`config.mk`:
```
export PLATFORM = sky130hd
export DESIGN_NAME = sorted_priority_queue
export DESIGN_NICKNAME = d
export VERILOG_FILES = /design/src/hdl/spq_pkg.sv /design/src/hdl/spq_ctrl.sv /design/src/hdl/spq_datapath.sv /design/src/hdl/sorted_priority_queue.sv
export SDC_FILE = /design/constraint.sdc
export NUM_CORES = 2
export LEC_CHECK = 0
export BUFFER_PORTS_ARGS = -buffer_cell sky130_fd_sc_hd__buf_2
export CAP_MARGIN = 20
export CORE_UTILIZATION = 30
export DETAILED_ROUTE_END_ITERATION = 6
export PLACE_DENSITY = 0.52
export RECOVER_POWER = 25
export SETUP_SLACK_MARGIN = 0.15
export SLEW_MARGIN = 10
export SYNTH_ARGS = -nofsm -noshare
export SYNTH_HDL_FRONTEND = slang
export SYNTH_SLANG_ARGS = --single-unit
```
`constraint.sdc`:
```
create_clock -name clk -period 27 [get_ports clk]
set_input_delay 2.7 -clock clk [delete_from_list [all_inputs] [get_ports clk]]
set_output_delay 2.7 -clock clk [all_outputs]
set_load 0.005 [all_outputs]
```
`src/hdl/spq_pkg.sv`:
```
`timescale 1ns / 1ps
// ----------------------------------------------------------------------------
// spq_pkg
// Shared constants, codes and types of the sorted priority queue.
// ----------------------------------------------------------------------------
package spq_pkg;

  localparam int QUEUE_DEPTH = 16;
  localparam int CNT_W       = $clog2(QUEUE_DEPTH + 1);
  localparam int WORD_W      = 32;
  localparam int OCC_W       = 5;

  // in_tdata:  item_data, item_priority
  localparam int IN_TDATA_W  = 64;
  // out_tdata: head_data, head_priority, occupancy, is_empty, is_full, pad
  localparam int OUT_TDATA_W = 72;

  // request kinds (in_tuser)
  localparam logic FN_INSERT = 1'b0;
  localparam logic FN_REMOVE = 1'b1;

  // result status codes (out_tuser)
  localparam logic [1:0] ST_OK    = 2'd0;
  localparam logic [1:0] ST_EMPTY = 2'd1;
  localparam logic [1:0] ST_FULL  = 2'd2;

  // commands from the controller to the datapath
  typedef struct packed {
    logic load;   // capture the accepted request
    logic exec;   // apply it to the cell row and load the output register
  } spq_cmd_t;

endpackage

```
`src/hdl/spq_ctrl.sv`:
```
`timescale 1ns / 1ps
// ----------------------------------------------------------------------------
// spq_ctrl
// Controller: request handshake, execution sequencing, output valid.
// ----------------------------------------------------------------------------
module spq_ctrl (
  input  logic             clk,
  input  logic             rst_n,
  input  logic             in_tvalid,
  output logic             in_tready,
  output logic             out_tvalid,
  input  logic             out_tready,
  output spq_pkg::spq_cmd_t cmd
);
  import spq_pkg::*;

  localparam logic S_IDLE = 1'b0;
  localparam logic S_EXEC = 1'b1;

  logic state_r, state_nxt;
  logic out_valid_r, out_valid_nxt;
  logic out_free;

  assign in_tready  = (state_r == S_IDLE);
  assign out_tvalid = out_valid_r;
  assign out_free   = !out_valid_r || out_tready;

  always_comb begin
    state_nxt     = state_r;
    out_valid_nxt = out_valid_r;
    cmd           = '0;
    if (out_valid_r && out_tready) begin
      out_valid_nxt = 1'b0;
    end
    case (state_r)
      S_IDLE: begin
        if (in_tvalid) begin
          cmd.load  = 1'b1;
          state_nxt = S_EXEC;
        end
      end
      S_EXEC: begin
        // hold until the output register can take the result
        if (out_free) begin
          cmd.exec      = 1'b1;
          out_valid_nxt = 1'b1;
          state_nxt     = S_IDLE;
        end
      end
      default: begin
        state_nxt = S_IDLE;
      end
    endcase
  end

  always_ff @(posedge clk) begin
    if (!rst_n) begin
      state_r     <= S_IDLE;
      out_valid_r <= 1'b0;
    end else begin
      state_r     <= state_nxt;
      out_valid_r <= out_valid_nxt;
    end
  end

endmodule

```
`src/hdl/spq_datapath.sv`:
```
`timescale 1ns / 1ps
// ----------------------------------------------------------------------------
// spq_datapath
// Sorted cell row with per-cell compare, shift on insert and remove, and
// the output register.
// ----------------------------------------------------------------------------
module spq_datapath (
  input  logic                                clk,
  input  logic                                rst_n,
  input  spq_pkg::spq_cmd_t                   cmd,
  input  logic                                req_func,
  input  logic [spq_pkg::WORD_W-1:0]          req_data,
  input  logic [spq_pkg::WORD_W-1:0]          req_prio,
  output logic [spq_pkg::OUT_TDATA_W-1:0]     out_tdata,
  output logic [1:0]                          out_tuser
);
  import spq_pkg::*;

  logic              func_r;
  logic [WORD_W-1:0] rdata_r, rprio_r;

  logic [WORD_W-1:0] data_r [QUEUE_DEPTH];
  logic [WORD_W-1:0] prio_r [QUEUE_DEPTH];
  logic [WORD_W-1:0] data_nxt [QUEUE_DEPTH];
  logic [WORD_W-1:0] prio_nxt [QUEUE_DEPTH];
  logic [CNT_W-1:0]  count_r, count_nxt;

  logic [QUEUE_DEPTH-1:0] keep;
  logic                   is_full, is_empty;
  logic [1:0]             status;
  logic [WORD_W-1:0]      head_data, head_prio;
  logic [CNT_W+OCC_W-1:0] cnt_ext;
  logic                   empty_nxt, full_nxt;

  logic [OUT_TDATA_W-1:0] tdata_r;
  logic [1:0]             tuser_r;

  assign is_full  = (count_r == CNT_W'(QUEUE_DEPTH));
  assign is_empty = (count_r == '0);

  // a cell stays put when it is occupied and not below the new priority
  always_comb begin
    for (int i = 0; i < QUEUE_DEPTH; i++) begin
      keep[i] = (CNT_W'(i) < count_r) && !($signed(prio_r[i]) < $signed(rprio_r));
    end
  end

  always_comb begin
    for (int i = 0; i < QUEUE_DEPTH; i++) begin
      data_nxt[i] = data_r[i];
      prio_nxt[i] = prio_r[i];
    end
    count_nxt = count_r;
    status    = ST_OK;
    if (func_r == FN_INSERT) begin
      if (is_full) begin
        status = ST_FULL;
      end else begin
        if (!keep[0]) begin
          data_nxt[0] = rdata_r;
          prio_nxt[0] = rprio_r;
        end
        for (int i = 1; i < QUEUE_DEPTH; i++) begin
          if (!keep[i]) begin
            if (keep[i-1]) begin
              data_nxt[i] = rdata_r;
              prio_nxt[i] = rprio_r;
            end else begin
              data_nxt[i] = data_r[i-1];
              prio_nxt[i] = prio_r[i-1];
            end
          end
        end
        count_nxt = count_r + CNT_W'(1);
      end
    end else begin
      if (is_empty) begin
        status = ST_EMPTY;
      end else begin
        for (int i = 0; i < QUEUE_DEPTH - 1; i++) begin
          data_nxt[i] = data_r[i+1];
          prio_nxt[i] = prio_r[i+1];
        end
        count_nxt = count_r - CNT_W'(1);
      end
    end
  end

  assign empty_nxt = (count_nxt == '0);
  assign full_nxt  = (count_nxt == CNT_W'(QUEUE_DEPTH));
  assign head_data = empty_nxt ? '1 : data_nxt[0];
  assign head_prio = empty_nxt ? '1 : prio_nxt[0];
  assign cnt_ext   = {{OCC_W{1'b0}}, count_nxt};

  always_ff @(posedge clk) begin
    if (cmd.load) begin
      func_r  <= req_func;
      rdata_r <= req_data;
      rprio_r <= req_prio;
    end
    if (cmd.exec) begin
      for (int i = 0; i < QUEUE_DEPTH; i++) begin
        data_r[i] <= data_nxt[i];
        prio_r[i] <= prio_nxt[i];
      end
      tdata_r <= {1'b0, full_nxt, empty_nxt, cnt_ext[OCC_W-1:0], head_prio, head_data};
      tuser_r <= status;
    end
  end

  always_ff @(posedge clk) begin
    if (!rst_n) begin
      count_r <= '0;
    end else if (cmd.exec) begin
      count_r <= count_nxt;
    end
  end

  assign out_tdata = tdata_r;
  assign out_tuser = tuser_r;

endmodule

```
`src/hdl/sorted_priority_queue.sv`:
```
`timescale 1ns / 1ps
// ----------------------------------------------------------------------------
// sorted_priority_queue
// Bounded priority queue held as a sorted row of cells, served by
// descending priority, first come first served among equal priorities.
// ----------------------------------------------------------------------------
//
//  Channel  Direction  Carries
//  -------  ---------  -------------------------------------------------------
//  in_      slave      one request: insert an item or remove the head entry
//  out_     master     one result per request: head entry, occupancy, status
//
//  Each request is first taken into the request register; then every cell
//  compares its priority with the new one and the row shifts.
//  A new request is taken while the previous result waits in the output
//  register; a stalled output holds the update until that register frees.
//  Reset clears the occupancy and the handshake state; cell contents are
//  not cleared, as only occupied cells are ever read.
//
module sorted_priority_queue (
  input  logic                            clk,
  input  logic                            rst_n,
  // request channel
  input  logic                            in_tvalid,
  output logic                            in_tready,
  input  logic [spq_pkg::IN_TDATA_W-1:0]  in_tdata,   // item_data[31:0], item_priority[63:32]
  input  logic                            in_tuser,   // func[0]
  // result channel
  output logic                            out_tvalid,
  input  logic                            out_tready,
  output logic [spq_pkg::OUT_TDATA_W-1:0] out_tdata,  // head_data[31:0], head_priority[63:32],
                                                      // occupancy[68:64], is_empty[69],
                                                      // is_full[70], zero pad[71]
  output logic [1:0]                      out_tuser   // status[1:0]
);
  import spq_pkg::*;

  spq_cmd_t cmd;

  // sequence request acceptance, execution and result hand-off
  spq_ctrl u_ctrl (
    .clk        (clk),
    .rst_n      (rst_n),
    .in_tvalid  (in_tvalid),
    .in_tready  (in_tready),
    .out_tvalid (out_tvalid),
    .out_tready (out_tready),
    .cmd        (cmd)
  );

  // hold the sorted entries and build each result
  spq_datapath u_dp (
    .clk       (clk),
    .rst_n     (rst_n),
    .cmd       (cmd),
    .req_func  (in_tuser),
    .req_data  (in_tdata[WORD_W-1:0]),
    .req_prio  (in_tdata[2*WORD_W-1:WORD_W]),
    .out_tdata (out_tdata),
    .out_tuser (out_tuser)
  );

endmodule

```
==> results_dict.tcl <==
set metrics [dict create \
    syn_area_um2 68400 \
    numPortBuffers 143 \
    synth_area_leader_cell "edfxtp_1" \
    final_common_cell "edfxtp_1" \
    fin_crit_ns 11.81 \
    critPathRequiredTime_ns 27.68 \
    drt_pass1_iterations 6 \
    core_um2 226000 \
    postCtsSetupRepairBufs 0 \
    clk_pin_slew_ns 0.06 \
    die_w_um 480 \
    final_antenna_net_count 0 \
    fillers 22400 \
    gp_congestion 0.933 \
    fin_skew_ns 0.0374 \
    slew_headroom_pct -207 \
    cp-start-kind "flop" \
    cts_buffers 144 \
    hold_depth 2 \
    grt.overflow.total 0 \
    nets 6842 \
    whs_endpoint "u_ctrl.out_tvalid" \
    critPathMaxFanout 136 \
    wl_per_cell_um 28.3 \
    cts_resized 0 \
    regToRegSetupSlack_ns 15.19 \
    cts_root_buf "clkbuf_16" \
    ff2ff_path_depth 10 \
    synth.avg_cell_area_um2 10.7 \
    dieArea_um2 230000 \
    violations "max-capacitance violations, max-slew violations" \
    drtIter0Drc 6580 \
    synth_area_leaders "edfxtp_1, ha_1, o211ai_1" \
    fp-row-count 174 \
    rsz0062_at_grt "no" \
    synth.distinct_cells 73 \
    cts.path.max_buffers 3 \
    max_freq_mhz 84.6 \
    hold_class "flop to flop" \
    ctsHoldBuffers 0 \
    final_cell_mix "edfxtp_1, nand2_1, nand3_1" \
    leakagePower_nw 26.2 \
    synth_ff_type "edfxtp_1" \
    yosysSeqAreaShare_pct 51.2 \
    yosys_register_bits 1169 \
    grt_start_max_net_pins 229 \
    drt-total-wl_um 266000 \
    antenna_found_initial 12 \
    peakVddDrop_v 0.0000476 \
    design_area_um2 76600 \
    cp.arrival_ns 12.50 \
    drc_errors 0 \
    cts_tree "yes" \
    power_density_nw_per_um2 70.0 \
    worst_pin_slew_ns 4.60 \
    syn_inst 6396 \
    hold_start "u_ctrl.out_tvalid" \
    clkLatencyLatePin_ns 0.84 \
    startpoint "u_dp.func_r" \
    place_hpwl_um 164000 \
    p_total_mw 5.36 \
    async_flop_share_pct 0 \
    slew_viol_final 826 \
    synth.top_cell.area_share_pct 51.0 \
    ys_warn_count 0 \
    cap_violations 19 \
    final_core_util_pct 33.9 \
    fin_crit_sh_pct 43.8 \
    timing.rr.end "u_dp.data_r[1][111]" \
    fin_setup_tns_ns 0 \
    outcome "finished, violations left" \
    h-tree-depth 4 \
    syn_to_final_growth_pct 12.0 \
    grt_pass1_vias 53600 \
    clkSinkCount 1169 \
    fin_ws_ns 15.19 \
    vias_per_cell 5.95 \
    synth-edff-count 1162 \
    drive_above_1_share_pct 6.67 \
    num_vias 55800 \
    cp-end-kind "flop" \
    finalHoldViolations 0 \
    post-place-ws_ns 20.84 \
    path_class "flop to flop" \
    dieHeight_um 480 \
    track_usage_pct 22.4 \
    dpl-instance-area_um2 72100 \
    syn-num-nets 6964 \
    grt_first_pass_wirelength_um 383000 \
    setup_viol 0 \
    initial_core_util_pct 30.3 \
    r2r_start "u_dp.func_r" \
    boundaryPins 145 \
]
## critical path, cell delays in order (launching register included)
cell and delay, ns:
edfxtp_1 0.36, clkbuf_1 0.94, clkbuf_1 1.75, a21oi_4 0.62, clkbuf_1 2.21, clkbuf_1 2.41
clkbuf_1 1.83, buf_12 0.59, nand2_1 0.42, nor2_1 0.20, a221o_1 0.15
## metal layers
layer / wire length (µm) / global-route usage, % / vias up
met4: 12000 / 9.68 / 6
met1: 112000 / 30.4 / 27900
met5: 31 / 0 / -
met3: 20600 / 3.14 / 480
li1: - / - / 24600
met2: 121000 / 35.6 / 2838
## synthesized netlist by cell type, types with 15 or more instances
cell type / n
edfxtp_1: 1162
nand2_1: 865
nand3_1: 538
ha_1: 499
o211ai_1: 451
clkbuf_1: 445
nor2_1: 308
a21oi_1: 253
mux2i_1: 196
a221o_1: 193
o21ai_1: 185
o21ai_0: 120
a21o_1: 93
nand4_1: 85
a31oi_1: 75
and2_1: 67
nor3b_1: 67
or3_1: 67
or2_1: 66
a22o_1: 65
a22oi_1: 64
buf_2: 61
mux2_1: 49
inv_1: 43
o31ai_1: 36
o221ai_1: 35
o22ai_1: 33
a211oi_1: 28
nor3_1: 28
nand2b_1: 26
o21a_1: 26
mux2_2: 19
nor4_1: 16
nor2b_1: 15
## how the worst max path moves through the flow
stage / slack [ns] / depth (start not counted) / to
2_1_floorplan: 15.64 / 5 / u_dp.data_r[1][224]
3_3_place_gp: 20.88 / 12 / u_dp.prio_r[0][81]
3_5_place_dp: 20.84 / 11 / u_dp.prio_r[0][81]
4_1_cts: 20.80 / 11 / u_dp.data_r[0][68]
5_1_grt: 14.85 / 10 / u_dp.data_r[1][114]
6_report: 15.19 / 10 / u_dp.data_r[1][111]
## registers in the layout, indices dropped and copies added, names as in the netlist
name	cells
u_ctrl.out_tvalid	1
u_ctrl.state_r	1
u_dp.count_r	5
u_dp.data_r	512
u_dp.func_r	1
u_dp.out_tdata	71
u_dp.out_tuser	2
u_dp.prio_r	512
u_dp.rdata_r	32
u_dp.rprio_r	32
## area by class of cell
cell class / count / area, µm² / share of cell area [%]
Clock inverter: 80 / 932 / 1.22
Multi-Input combinational cell: 4655 / 31500 / 41.0
Timing Repair Buffer: 259 / 1480 / 1.93
Tap cell: 2992 / 3740 / 4.88
Antenna cell: 3 / 7.51 / 0.00980
Sequential cell: 1169 / 35000 / 45.7
Clock buffer: 182 / 3820 / 4.98
Inverter: 45 / 173 / 0.225
## report_power, final
| part | switching [mW] | internal [mW] | total [mW] |
|---|---|---|---|
| clock network | 0.863 | 1.12 | 1.99 |
| registers | 0.138 | 2.22 | 2.36 |
| logic | 0.674 | 0.343 | 1.02 |
## cells by family after synthesis
kind of cell	count (synthesis)	share of synthesized area (%)
buffers and inverters	572	3.32
adder cells (fa/ha/maj)	499	9.12
AO/OA/AOI/OAI	1724	17.7
other	1	0.00548
XOR/XNOR	4	0.0512
flip-flops	1169	51.2
AND/OR/NAND/NOR	2163	14.6
multiplexers	264	3.99
## metrics by stage
stage	instances	hold WS, ns
floorplan	6396	0.496
global placement	9118	0.497
detailed placement	9120	0.510
CTS	9382	0.518
global route	9382	0.568
finish	9385	0.521
(Power assumes the default switching activity.)
